[src/hdl/umsbt_pkg.sv]
package umsbt_pkg;

   typedef enum logic [2:0] {
      PH_LISTEN,
      PH_CMD,
      PH_RX_GO,
      PH_RX_DATA,
      PH_TX_GO,
      PH_TX_ACK,
      PH_RX_SEND,
      PH_TX_SEND
   } phase_type;

   localparam logic OP_FRAME = 1'b0;
   localparam logic OP_LOAD  = 1'b1;

   localparam logic KIND_LINE = 1'b0;
   localparam logic KIND_DATA = 1'b1;

   localparam logic [7:0] CMD_RECEIVE     = 8'h01;
   localparam logic [7:0] CMD_SEND        = 8'h02;
   localparam logic [7:0] REPLY_NOT_READY = 8'h00;
   localparam logic [7:0] REPLY_UNKNOWN   = 8'h80;
   localparam logic [7:0] REPLY_BAD_SUM   = 8'hFF;
   localparam logic [7:0] REPLY_OK        = 8'h00;
   localparam logic [7:0] ANSWER_DONE     = 8'h00;

   typedef struct packed {
      logic       tx_load;
      logic       rx_clear;
      logic       rx_store;
      logic       burst_start;
      logic       burst_step;
      logic       burst_final;
      logic       sel_rx;
      logic       reply;
      logic       reply_addr;
      logic [7:0] reply_byte;
   } dp_cmd_type;

   typedef struct packed {
      logic out_free;
      logic cnt_full;
      logic sum_match;
      logic addr_match;
   } dp_stat_type;

endpackage

[src/hdl/umsbt_req_if.sv]
interface umsbt_req_if;
   logic       valid;
   logic       ready;
   logic       command;
   logic [7:0] frame_byte;
   logic       frame_bit9;
   logic [3:0] load_index;
   logic [7:0] load_value;
   logic       rx_ready;
   logic       tx_ready;

   modport source (
      output valid, command, frame_byte, frame_bit9, load_index, load_value,
             rx_ready, tx_ready,
      input  ready
   );
   modport sink (
      input  valid, command, frame_byte, frame_bit9, load_index, load_value,
             rx_ready, tx_ready,
      output ready
   );
endinterface

[src/hdl/umsbt_rsp_if.sv]
interface umsbt_rsp_if;
   logic       valid;
   logic       ready;
   logic       out_kind;
   logic [7:0] out_byte;
   logic [3:0] out_index;
   logic       last;

   modport source (
      output valid, out_kind, out_byte, out_index, last,
      input  ready
   );
   modport sink (
      input  valid, out_kind, out_byte, out_index, last,
      output ready
   );
endinterface

[src/hdl/umsbt_ctrl.sv]
module umsbt_ctrl
   import umsbt_pkg::*;
(
   input  logic        clock,
   input  logic        reset,
   input  logic        req_valid,
   input  logic        req_command,
   input  logic [7:0]  req_frame_byte,
   input  logic        req_frame_bit9,
   input  logic        req_rx_ready,
   input  logic        req_tx_ready,
   output logic        req_ready,
   input  dp_stat_type stat,
   output dp_cmd_type  cmd
);

   phase_type state_ff;
   phase_type state_in;
   logic      waiting;
   logic      frame_acc;

   assign waiting   = (state_ff != PH_RX_SEND) && (state_ff != PH_TX_SEND);
   assign req_ready = waiting && stat.out_free;
   assign frame_acc = req_valid && req_ready && (req_command == OP_FRAME);

   always_ff @(posedge clock) begin
      if (reset) begin
         state_ff <= PH_LISTEN;
      end else begin
         state_ff <= state_in;
      end
   end

   // next state
   always_comb begin
      state_in = state_ff;
      unique case (state_ff)
         PH_LISTEN: begin
            if (frame_acc && req_frame_bit9 && stat.addr_match) begin
               state_in = PH_CMD;
            end
         end
         PH_CMD: begin
            if (frame_acc) begin
               if (req_frame_bit9) begin
                  state_in = PH_LISTEN;
               end else if (req_frame_byte == CMD_RECEIVE) begin
                  state_in = PH_RX_GO;
               end else if (req_frame_byte == CMD_SEND) begin
                  state_in = PH_TX_GO;
               end else begin
                  state_in = PH_LISTEN;
               end
            end
         end
         PH_RX_GO: begin
            if (frame_acc) begin
               state_in = req_frame_bit9 ? PH_LISTEN : PH_RX_DATA;
            end
         end
         PH_RX_DATA: begin
            if (frame_acc && stat.cnt_full && stat.sum_match) begin
               state_in = PH_RX_SEND;
            end
         end
         PH_TX_GO: begin
            if (frame_acc) begin
               state_in = req_frame_bit9 ? PH_LISTEN : PH_TX_SEND;
            end
         end
         PH_TX_ACK: begin
            if (frame_acc) begin
               state_in = (req_frame_byte == ANSWER_DONE) ? PH_LISTEN : PH_TX_SEND;
            end
         end
         PH_RX_SEND: begin
            if (stat.out_free && stat.cnt_full) begin
               state_in = PH_LISTEN;
            end
         end
         PH_TX_SEND: begin
            if (stat.out_free && stat.cnt_full) begin
               state_in = PH_TX_ACK;
            end
         end
         default: state_in = PH_LISTEN;
      endcase
   end

   // datapath commands
   always_comb begin
      cmd         = '0;
      cmd.tx_load = req_valid && req_ready && (req_command == OP_LOAD);
      unique case (state_ff) inside
         PH_LISTEN: begin
            if (frame_acc && req_frame_bit9 && stat.addr_match) begin
               cmd.reply      = 1'b1;
               cmd.reply_addr = 1'b1;
            end
         end
         PH_CMD: begin
            if (frame_acc && !req_frame_bit9) begin
               cmd.reply = 1'b1;
               if (req_frame_byte == CMD_RECEIVE) begin
                  cmd.reply_byte = req_rx_ready ? CMD_RECEIVE : REPLY_NOT_READY;
               end else if (req_frame_byte == CMD_SEND) begin
                  cmd.reply_byte = req_tx_ready ? CMD_SEND : REPLY_NOT_READY;
               end else begin
                  cmd.reply_byte = REPLY_UNKNOWN;
               end
            end
         end
         PH_RX_GO: begin
            cmd.rx_clear = frame_acc && !req_frame_bit9;
         end
         PH_RX_DATA: begin
            if (frame_acc) begin
               if (!stat.cnt_full) begin
                  cmd.rx_store = 1'b1;
               end else if (stat.sum_match) begin
                  cmd.burst_start = 1'b1;
                  cmd.sel_rx      = 1'b1;
               end else begin
                  cmd.reply      = 1'b1;
                  cmd.reply_byte = REPLY_BAD_SUM;
                  cmd.rx_clear   = 1'b1;
               end
            end
         end
         PH_TX_GO: begin
            cmd.burst_start = frame_acc && !req_frame_bit9;
         end
         PH_TX_ACK: begin
            cmd.burst_start = frame_acc && (req_frame_byte != ANSWER_DONE);
         end
         PH_RX_SEND, PH_TX_SEND: begin
            cmd.sel_rx      = (state_ff == PH_RX_SEND);
            cmd.burst_step  = stat.out_free && !stat.cnt_full;
            cmd.burst_final = stat.out_free && stat.cnt_full;
         end
         default: cmd = '0;
      endcase
   end

endmodule

[src/hdl/umsbt_dpath.sv]
module umsbt_dpath
   import umsbt_pkg::*;
#(
   parameter int BLOCK_LEN = 16
) (
   input  logic        clock,
   input  logic        reset,
   input  logic        csr_we,
   input  logic [7:0]  csr_wdata,
   input  logic [7:0]  frame_byte,
   input  logic [3:0]  load_index,
   input  logic [7:0]  load_value,
   input  dp_cmd_type  cmd,
   output dp_stat_type stat,
   input  logic        rsp_ready,
   output logic        rsp_valid,
   output logic        rsp_kind,
   output logic [7:0]  rsp_byte,
   output logic [3:0]  rsp_index,
   output logic        rsp_last
);

   localparam int CW = $clog2(BLOCK_LEN + 1);
   localparam int AW = (BLOCK_LEN > 1) ? $clog2(BLOCK_LEN) : 1;

   logic [7:0]    addr_ff;
   logic [CW-1:0] cnt_ff;
   logic [CW-1:0] cnt_in;
   logic [7:0]    sum_ff;
   logic [7:0]    sum_in;

   logic [7:0]    rx_mem [BLOCK_LEN];
   logic [7:0]    tx_mem [BLOCK_LEN];
   logic [BLOCK_LEN-1:0] tx_valid_ff;
   logic [7:0]    rx_rd_ff;
   logic [7:0]    tx_rd_ff;
   logic          tx_rd_valid_ff;

   logic [CW-1:0] rd_idx;
   logic          rd_en;
   logic [AW-1:0] rd_addr;
   logic          load_ok;
   logic [AW-1:0] load_addr;
   logic [7:0]    cur_byte;
   logic          emit;

   logic       rsp_valid_ff;
   logic       rsp_kind_ff;
   logic [7:0] rsp_byte_ff;
   logic [3:0] rsp_index_ff;
   logic       rsp_last_ff;

   always_ff @(posedge clock) begin
      if (reset) begin
         addr_ff <= 8'h02;
      end else if (csr_we) begin
         addr_ff <= csr_wdata;
      end
   end

   assign stat.out_free   = !rsp_valid_ff || rsp_ready;
   assign stat.cnt_full   = (cnt_ff == CW'(BLOCK_LEN));
   assign stat.sum_match  = (frame_byte == sum_ff);
   assign stat.addr_match = (frame_byte == addr_ff);

   // store read pointer runs one ahead of the emitted position
   assign rd_idx  = cmd.burst_start ? '0 : cnt_ff + 1'b1;
   assign rd_en   = (cmd.burst_start || cmd.burst_step) && (rd_idx < CW'(BLOCK_LEN));
   assign rd_addr = AW'(rd_idx);

   assign load_ok   = cmd.tx_load && (7'(load_index) < 7'(BLOCK_LEN));
   assign load_addr = AW'(load_index);

   assign cur_byte = cmd.sel_rx ? rx_rd_ff : (tx_rd_valid_ff ? tx_rd_ff : 8'h00);
   assign emit     = cmd.reply || cmd.burst_step || cmd.burst_final;

   always_comb begin
      cnt_in = cnt_ff;
      sum_in = sum_ff;
      if (cmd.rx_clear || cmd.burst_start || cmd.burst_final) begin
         cnt_in = '0;
         sum_in = '0;
      end else if (cmd.rx_store) begin
         cnt_in = cnt_ff + 1'b1;
         sum_in = sum_ff + frame_byte;
      end else if (cmd.burst_step) begin
         cnt_in = cnt_ff + 1'b1;
         sum_in = sum_ff + cur_byte;
      end
   end

   always_ff @(posedge clock) begin
      if (reset) begin
         cnt_ff <= '0;
         sum_ff <= '0;
      end else begin
         cnt_ff <= cnt_in;
         sum_ff <= sum_in;
      end
   end

   always_ff @(posedge clock) begin
      if (cmd.rx_store) begin
         rx_mem[AW'(cnt_ff)] <= frame_byte;
      end
      if (rd_en) begin
         rx_rd_ff <= rx_mem[rd_addr];
      end
   end

   always_ff @(posedge clock) begin
      if (load_ok) begin
         tx_mem[load_addr] <= load_value;
      end
      if (rd_en) begin
         tx_rd_ff       <= tx_mem[rd_addr];
         tx_rd_valid_ff <= tx_valid_ff[rd_addr];
      end
   end

   // unwritten transmit entries read as zero
   always_ff @(posedge clock) begin
      if (reset) begin
         tx_valid_ff <= '0;
      end else if (load_ok) begin
         tx_valid_ff[load_addr] <= 1'b1;
      end
   end

   always_ff @(posedge clock) begin
      if (reset) begin
         rsp_valid_ff <= 1'b0;
      end else if (emit) begin
         rsp_valid_ff <= 1'b1;
      end else if (rsp_ready) begin
         rsp_valid_ff <= 1'b0;
      end
   end

   always_ff @(posedge clock) begin
      if (cmd.reply) begin
         rsp_kind_ff  <= KIND_LINE;
         rsp_byte_ff  <= cmd.reply_addr ? addr_ff : cmd.reply_byte;
         rsp_index_ff <= 4'd0;
         rsp_last_ff  <= 1'b1;
      end else if (cmd.burst_step) begin
         rsp_kind_ff  <= cmd.sel_rx ? KIND_DATA : KIND_LINE;
         rsp_byte_ff  <= cur_byte;
         rsp_index_ff <= cmd.sel_rx ? 4'(cnt_ff) : 4'd0;
         rsp_last_ff  <= 1'b0;
      end else if (cmd.burst_final) begin
         rsp_kind_ff  <= KIND_LINE;
         rsp_byte_ff  <= cmd.sel_rx ? REPLY_OK : sum_ff;
         rsp_index_ff <= 4'd0;
         rsp_last_ff  <= 1'b1;
      end
   end

   assign rsp_valid = rsp_valid_ff;
   assign rsp_kind  = rsp_kind_ff;
   assign rsp_byte  = rsp_byte_ff;
   assign rsp_index = rsp_index_ff;
   assign rsp_last  = rsp_last_ff;

endmodule

[src/hdl/uart_multidrop_slave_block_transfer.sv]
// channel   dir   handshake            payload
// req_bus   in    valid/ready          command frame_byte frame_bit9 load_index
//                                      load_value rx_ready tx_ready
// rsp_bus   out   valid/ready          out_kind out_byte out_index last
// csr       in    csr_we               csr_wdata (own address)
//
// a transaction with one reply or none registers its reply as its frame is accepted
// a block burst: the store read runs one entry a cycle through a registered read port,
// one result per cycle into the output register while that register is free
// reset clears the controller, counters, output valid flag and transmit valid bits
// rsp_ready low holds the burst and keeps req_bus.ready low until the register frees
module uart_multidrop_slave_block_transfer
   import umsbt_pkg::*;
#(
   parameter int BLOCK_LEN = 16
) (
   input  logic        clock,
   input  logic        reset,
   umsbt_req_if.sink   req_bus,
   umsbt_rsp_if.source rsp_bus,
   input  logic        csr_we,
   input  logic [7:0]  csr_wdata
);

   dp_cmd_type  cmd;
   dp_stat_type stat;
   logic        req_ready;

   assign req_bus.ready = req_ready;

   umsbt_ctrl u_ctrl (
      .clock          (clock),
      .reset          (reset),
      .req_valid      (req_bus.valid),
      .req_command    (req_bus.command),
      .req_frame_byte (req_bus.frame_byte),
      .req_frame_bit9 (req_bus.frame_bit9),
      .req_rx_ready   (req_bus.rx_ready),
      .req_tx_ready   (req_bus.tx_ready),
      .req_ready      (req_ready),
      .stat           (stat),
      .cmd            (cmd)
   );

   umsbt_dpath #(
      .BLOCK_LEN (BLOCK_LEN)
   ) u_dpath (
      .clock      (clock),
      .reset      (reset),
      .csr_we     (csr_we),
      .csr_wdata  (csr_wdata),
      .frame_byte (req_bus.frame_byte),
      .load_index (req_bus.load_index),
      .load_value (req_bus.load_value),
      .cmd        (cmd),
      .stat       (stat),
      .rsp_ready  (rsp_bus.ready),
      .rsp_valid  (rsp_bus.valid),
      .rsp_kind   (rsp_bus.out_kind),
      .rsp_byte   (rsp_bus.out_byte),
      .rsp_index  (rsp_bus.out_index),
      .rsp_last   (rsp_bus.last)
   );

   a_emit_needs_room : assert property (@(posedge clock) disable iff (reset)
      (cmd.reply || cmd.burst_step || cmd.burst_final) |-> stat.out_free)
      else $error("result issued while output register busy");

   a_one_action : assert property (@(posedge clock) disable iff (reset)
      $onehot0({cmd.reply, cmd.burst_start, cmd.burst_step, cmd.burst_final,
                cmd.rx_store, cmd.tx_load}))
      else $error("conflicting datapath commands");

   a_final_clears : assert property (@(posedge clock) disable iff (reset)
      cmd.burst_final |=> !stat.cnt_full)
      else $error("counter not cleared after burst");

   a_no_accept_in_burst : assert property (@(posedge clock) disable iff (reset)
      (cmd.burst_step || cmd.burst_final) |-> !req_ready)
      else $error("transaction accepted during burst");

endmodule
[src/flat_wrapper.sv]
// flat-port wrapper written by rule: the top's interface ports become plain ports
module uart_multidrop_slave_block_transfer_flat import umsbt_pkg::*;
#(
   parameter int BLOCK_LEN = 16
)
  (clock, reset, csr_we, csr_wdata, req_bus_valid, req_bus_command, req_bus_frame_byte, req_bus_frame_bit9, req_bus_load_index, req_bus_load_value, req_bus_rx_ready, req_bus_tx_ready, req_bus_ready, rsp_bus_valid, rsp_bus_out_kind, rsp_bus_out_byte, rsp_bus_out_index, rsp_bus_last, rsp_bus_ready);
  umsbt_req_if req_bus_i ();
  umsbt_rsp_if rsp_bus_i ();
  input  logic clock;
  input  logic reset;
  input  logic csr_we;
  input  logic [7:0] csr_wdata;
  input wire logic [$bits(req_bus_i.valid)-1:0] req_bus_valid;
  input wire logic [$bits(req_bus_i.command)-1:0] req_bus_command;
  input wire logic [$bits(req_bus_i.frame_byte)-1:0] req_bus_frame_byte;
  input wire logic [$bits(req_bus_i.frame_bit9)-1:0] req_bus_frame_bit9;
  input wire logic [$bits(req_bus_i.load_index)-1:0] req_bus_load_index;
  input wire logic [$bits(req_bus_i.load_value)-1:0] req_bus_load_value;
  input wire logic [$bits(req_bus_i.rx_ready)-1:0] req_bus_rx_ready;
  input wire logic [$bits(req_bus_i.tx_ready)-1:0] req_bus_tx_ready;
  output wire logic [$bits(req_bus_i.ready)-1:0] req_bus_ready;
  output wire logic [$bits(rsp_bus_i.valid)-1:0] rsp_bus_valid;
  output wire logic [$bits(rsp_bus_i.out_kind)-1:0] rsp_bus_out_kind;
  output wire logic [$bits(rsp_bus_i.out_byte)-1:0] rsp_bus_out_byte;
  output wire logic [$bits(rsp_bus_i.out_index)-1:0] rsp_bus_out_index;
  output wire logic [$bits(rsp_bus_i.last)-1:0] rsp_bus_last;
  input wire logic [$bits(rsp_bus_i.ready)-1:0] rsp_bus_ready;
  assign req_bus_i.valid = req_bus_valid;
  assign req_bus_i.command = req_bus_command;
  assign req_bus_i.frame_byte = req_bus_frame_byte;
  assign req_bus_i.frame_bit9 = req_bus_frame_bit9;
  assign req_bus_i.load_index = req_bus_load_index;
  assign req_bus_i.load_value = req_bus_load_value;
  assign req_bus_i.rx_ready = req_bus_rx_ready;
  assign req_bus_i.tx_ready = req_bus_tx_ready;
  assign req_bus_ready = req_bus_i.ready;
  assign rsp_bus_valid = rsp_bus_i.valid;
  assign rsp_bus_out_kind = rsp_bus_i.out_kind;
  assign rsp_bus_out_byte = rsp_bus_i.out_byte;
  assign rsp_bus_out_index = rsp_bus_i.out_index;
  assign rsp_bus_last = rsp_bus_i.last;
  assign rsp_bus_i.ready = rsp_bus_ready;
  uart_multidrop_slave_block_transfer #(.BLOCK_LEN(BLOCK_LEN)) u_core (.clock(clock), .reset(reset), .req_bus(req_bus_i), .rsp_bus(rsp_bus_i), .csr_we(csr_we), .csr_wdata(csr_wdata));
endmodule
[config.mk]
export PLATFORM = sky130hd
export DESIGN_NAME = uart_multidrop_slave_block_transfer_flat
export DESIGN_NICKNAME = d
export VERILOG_FILES = /design/src/hdl/umsbt_pkg.sv /design/src/hdl/umsbt_req_if.sv /design/src/hdl/umsbt_rsp_if.sv /design/src/hdl/umsbt_ctrl.sv /design/src/hdl/umsbt_dpath.sv /design/src/hdl/uart_multidrop_slave_block_transfer.sv /design/src/flat_wrapper.sv
export SDC_FILE = /design/constraint.sdc
export NUM_CORES = 1
export LEC_CHECK = 0
export BUFFER_PORTS_ARGS = -buffer_cell sky130_fd_sc_hd__buf_4
export CORE_MARGIN = 2
export CORE_UTILIZATION = 58
export CTS_BUF_LIST = sky130_fd_sc_hd__clkbuf_8 sky130_fd_sc_hd__clkbuf_16
export CTS_CLUSTER_DIAMETER = 60
export CTS_CLUSTER_SIZE = 10
export DETAILED_ROUTE_END_ITERATION = 12
export PLACE_DENSITY = 0.84
export RECOVER_POWER = 100
export SYNTH_ARGS = -nofsm -noshare
export SYNTH_HDL_FRONTEND = slang
export SYNTH_HIERARCHICAL = 1
export SYNTH_SLANG_ARGS = --single-unit
[constraint.sdc]
create_clock -name clock -period 5.1 [get_ports clock]
set_input_delay 0.255 -clock clock [delete_from_list [all_inputs] [get_ports clock]]
set_output_delay 0.255 -clock clock [all_outputs]
set_load 0.01 [all_outputs]
Yosys cells after proc, flatten, opt, wreduce, memory -nomap -nowiden
Memory sizes are Yosys's and may differ from the RTL's. A register that Yosys moved wholly into a read port is not among the register bits. Cells that the tools add are included.

Flip-flop bits (word level): 56. RAM bits: 256. Output and inout bits: 16. Memories: 2.

Memory list: u_core.u_dpath.rx_mem (depth 16, width 8, read ports 1, clocked after memory_dff 1, wr ports 1, RTL line umsbt_dpath.sv:32) `logic [7:0] rx_mem [BLOCK_LEN];`; u_core.u_dpath.tx_mem (depth 16, width 8, read ports 1, clocked after memory_dff 1, wr ports 1, RTL line umsbt_dpath.sv:33) `logic [7:0] tx_mem [BLOCK_LEN];`.

Add/sub/neg operators: 3. Magnitude comparators: 4. Eq/ne operators: 22. Mux-type cells: 72. Bitwise gates (word level): 2. Reductions and logical operators: 35.

Operators by type and width (count): 8-bit 2-to-1 mux (15); 3-bit 2-to-1 mux (14); 3-bit one-hot mux with 8 select lines (1); 1-bit 2-to-1 mux (23); 8-bit adder (2); 8-bit equality test (2); 2-bit inequality test, second input constant (8); 16-bit OR (1); 8-bit one-hot mux with 2 select lines (1); 1-bit logical AND (15); 5-bit 2-to-1 mux (3); 3-bit equality test, second input constant (4); 2-bit 2-to-1 mux (6); 4-bit 2-to-1 mux (3); 4-bit by 5-bit < comparator with 1-bit output, second input constant (2); 8-bit by 1-bit equality test with 1-bit output, second input constant (1); 8-bit by 2-bit equality test with 1-bit output, second input constant (1); 8-bit logical NOT (1); 8-bit AND reduction (1); 8-bit nonzero test (1); 8-bit OR reduction (1); 3-bit by 2-bit equality test with 1-bit output, second input constant (2); 1-bit logical OR (6); 3-bit inequality test, second input constant (2); other kinds (15) (22).

Depth between registers and ports, before layout
Depth after elaboration: 12. Mapped depth: 22. Mapped depth without buffers: 18.

By module
Netlist, hierarchy kept.

Modules (own cells, without submodules): umsbt_dpath (times used 1, cells an instance 891, area an instance 13394.1 µm²); umsbt_ctrl (times used 1, cells an instance 89, area an instance 566.8 µm²).

Worst setup path before layout
No wires, ideal clock.

Path kind: register to register. Start: register u_core.u_dpath.cnt_ff[0]. End: register u_core.u_dpath.sum_ff[6]. Arrival: 4.520 ns. Required time: 4.983 ns. Slack: 0.463 ns. Stages on the path, launching flop included: 23. Clock period less this slack: 4.637 ns. Cells stage by stage: dfxtp_1 -> inv_2 -> buf_6 -> buf_2 -> buf_2 -> ha_1 -> nand2_1 -> nor3_1 -> nand2_1 -> nor4_1 -> mux2i_1 -> nor2_1 -> clkbuf_1 -> nor2b_1 -> a22o_1 -> mux2_2 -> ha_1 -> fa_1 -> a21o_1 -> a21oi_1 -> o21ai_0 -> mux2i_1 -> nand2_1.

RTL lines: start, declared (RTL line umsbt_dpath.sv:27) `logic [CW-1:0] cnt_ff;`; start signal, assigned (RTL line umsbt_dpath.sv:97) `cnt_ff <= cnt_in;`; end signal, assigned (RTL line umsbt_dpath.sv:98) `sum_ff <= sum_in;`; end, declared (RTL line umsbt_dpath.sv:29) `logic [7:0] sum_ff;`.

==> metrics.md <==
| Metric | Value |
|---|---|
| Routability Congestion | 0.9100 |
| Power density over the cells | 361.5 nW/um^2 |
| Antenna violations before repair | 0 |
| Gr ovfl total | 0 |
| Post-Syn Instances | 980 |
| Setup-failing EPs final | 0 |
| Most frequent cell after synthesis | edfxtp_1 |
| Die area | 25,330 sq um |
| Vias per cell | 6.614 |
| Syn nets | 1,029 |
| Synth area leaders | edfxtp_1 (60%), dfxtp_1 (6.7%), mux4_2 (5.3%), nor2_1 (2.3%), nand2_1 (2.1%) |
| Routed WL | 34,540 um |
| Post-synth top cells | edfxtp_1 (281), nor2_1 (87), nand2_1 (79) |
| CTS tree | yes |
| Top cell type's share of synthesized area | 0.6044 |
| H-tree levels | 2 |
| Int Power | 4.410 mW |
| Core Area | 23,540 sq um |
| CP startpoint kind | primary input |
| Post-synth top area cell | edfxtp_1 |
| CTS Buffer Depth | 3 |
| Die height | 159.1 um |
| Via count | 9,107 |
| CTS sink count | 328 |
| Psw | 1.242 mW |
| Drt pass-1 iters | 7 |
| Rel. slew slack | 0.1625 |
| Worst slew pin tran | 1.247 ns |
| Pleak | 5.116 nW |
| # IOs | 53 |
| Count of flip-flops with a built-in enable after synthesis | 281 |
| CP Capture Type | flip-flop |
| Worst-Skew Late Latency | 0.54 ns |
| Layout cells sized above 1 | 0.1323 |
| Type of the worst setup path | primary input to flip-flop |
| CP Data Required Time | 5.39 ns |
| IO Port Bufs | 52 |
| Largest fanout on the critical path | 34 |
| Hold WC Path Type | primary input to flip-flop |
| Iter 0 DRT Violations | 1,284 |
| Final min period | 4.786 ns |
| Initial core utilization | 0.5930 |
| WL per Instance | 25.08 um |
| Comb pwr share | 0.056 |
| Post-Syn Area per Cell | 14.25 sq um |
| Final ANT Viol Nets | 0 |
| Mapped Area | 13,960 sq um |
| TritonCTS buffer count | 38 |
| Tcrit/Tclk final | 0.9385 |
| Final HPWL DP | 20,920 um |
| Main synth FF type | edfxtp_1 |
| Reg power frac | 0.528 |
| Final core utilization | 0.6641 |
| Slew Viols, Final | 0 |
| Run status | finished, final reports clean |
| Max frequency | 208.9 MHz |
| Worst Path Arrival | 5.08 ns |
| Final hold violations | 0 |
| Total GRT Usage | 0.2704 |
| Clock Power Share | 0.417 |
| Yosys reg bits | 328 |
| Peak supply drop | 0.2821 mV |
| DR DRC count | 0 |
| Chip width | 159.1 um |
| Sw frac | 0.2197 |
| Final #Nets | 1,088 |
| Synth Warn # | 6 |
| Netlist cell types | 67 |
| Setup_tns | 0 ns |
| Vias in the first global route | 8,955 |
| First-pass GRT wire length | 52,240 um |
| Sequential cell area fraction in the yosys report | 0.6718 |
| Clock-pin slew on the worst setup and hold paths | 0.06 ns |
| Area delta synth->final | 11.99% |
| RSZ-0062 raised after global routing | no |
| Largest net degree at the start of global routing | 56 |
| Std cell rows | 56 |
| Post-route clock skew | 0.02137 ns |
| Inserted Diodes | 0 |
| Number of max-cap violations | 0 |
| Synth async-reset ratio | 0 |
| Clock Tree Root | clkbuf_16 |
layout make-up:
class,count,area (sq um)
clock inverter,21,126.4
timing repair buffer,83,490.5
inverter,9,33.78
fill,1616,7908
sequential,328,9379
tap,319,399.1
clock buffer,38,950.9
multi-input combinational,579,4255
layout by cell type, fill, tap and decap left out, drive strengths merged, types with 11 or more instances in the layout:
| master | netlist | final |
|---|---|---|
| edfxtp | 281 | 281 |
| clkbuf | 35 | 90 |
| nor2 | 88 | 88 |
| nand2 | 79 | 79 |
| a21oi | 56 | 56 |
| dfxtp | 47 | 47 |
| mux4 | 34 | 34 |
| o21ai | 33 | 33 |
| inv | 8 | 28 |
| mux2 | 23 | 23 |
| buf | 29 | 23 |
| xnor2 | 23 | 23 |
| a22o | 22 | 22 |
| mux2i | 18 | 18 |
| o22ai | 17 | 17 |
| nor3 | 16 | 16 |
| o221ai | 16 | 16 |
| a31oi | 13 | 13 |
| ha | 11 | 11 |
worst max-delay path, stage by stage:
cell      delay (ns)
clkbuf_1        0.28
clkbuf_1        0.83
nor2_1          0.15
and3_1          0.26
a211o_1         0.32
a211oi_1        0.27
or2_2           0.81
clkbuf_1        0.83
o22ai_1         0.17
o21ai_0         0.44
a222oi_1        0.20
o21ai_0         0.20
registers in the layout (all words and copies together), names as in the netlist, 3 cells and up:
register and count:
u_core/u_dpath/rx_mem 128, u_core/u_dpath/tx_mem 128, u_core/u_dpath/tx_valid_ff 16, u_core/u_dpath/addr_ff 8, u_core/u_dpath/rsp_byte 8, u_core/u_dpath/rx_rd_ff 8
u_core/u_dpath/sum_ff 8, u_core/u_dpath/tx_rd_ff 8, u_core/u_dpath/cnt_ff 5, u_core/u_dpath/rsp_index 4, u_core/u_ctrl/state_ff 3
per-stage QoR:
step	power [mW]	worst slack (ns)	std cells	hold slack [ns]	area [sq um]
2_1_floorplan	3.214	0.4629	980	0.3271	13960
3_3_place_gp	3.340	0.9208	1310	0.4464	14660
3_5_place_dp	3.348	0.8144	1310	0.4606	14660
4_1_cts	5.680	0.7847	1377	0.04397	15810
5_1_grt	5.809	0.1839	1377	0.06628	15640
6_report	5.652	0.3138	1377	0.06228	15640
path summary, 6_finish.rpt:
path                                                       end  cells after the start                            from  slack [ns]
worst max-delay path                u_core/u_dpath/tx_rd_ff[7]                     12           req_bus_frame_byte[3]        0.31
worst min-delay path                 u_core/u_dpath/addr_ff[1]                      2                          csr_we        0.06
worst max register to register      u_core/u_dpath/tx_rd_ff[7]                     12        u_core/u_dpath/cnt_ff[1]        0.45
worst min register to register  u_core/u_dpath/tx_valid_ff[14]                      2  u_core/u_dpath/tx_valid_ff[14]        0.48
cells by family (layout without fill, tap and decap cells):
logic type	count (synthesis)	in the layout	synth area share
adder cells (fa/ha/maj)	12	12	0.01129
AND/OR/NAND/NOR	247	247	0.08138
flip-flops	328	328	0.6718
multiplexers	75	75	0.08657
buffers and inverters	73	151	0.02474
AO/OA/AOI/OAI	215	215	0.1035
XOR/XNOR	30	30	0.02070
metal layers:
| metal | track usage | up-vias | share of wire |
|---|---|---|---|
| met1 | 0.3680 | 4473 | 0.37 |
| met3 | 0.06173 | 81 | 0.11 |
| met5 | 0 | - | 0 |
| met2 | 0.4308 | 621 | 0.48 |
| met4 | 0.1033 | 0 | 0.031 |
| li1 | - | 3932 | - |
power by group through the flow:
stage | sequential (mW) | combinational (mW) | clock (mW)
floorplan | 3.02 | 0.198 | 0
global placement | 3.03 | 0.308 | 0
detailed placement | 3.03 | 0.315 | 0
CTS | 2.98 | 0.323 | 2.38
global route | 2.98 | 0.342 | 2.48
finish | 2.98 | 0.314 | 2.36
repair_timing:
| action | 4_1_cts | 5_1_grt |
|---|---|---|
| gates resized for setup | 0 | 0 |
| hold buffers | 8 | 0 |
| setup buffers | 0 | 0 |
| endpoints found under the hold margin | 8 | 0 |
| endpoints found under the setup margin | 0 | 0 |
(Power assumes the default switching activity.)
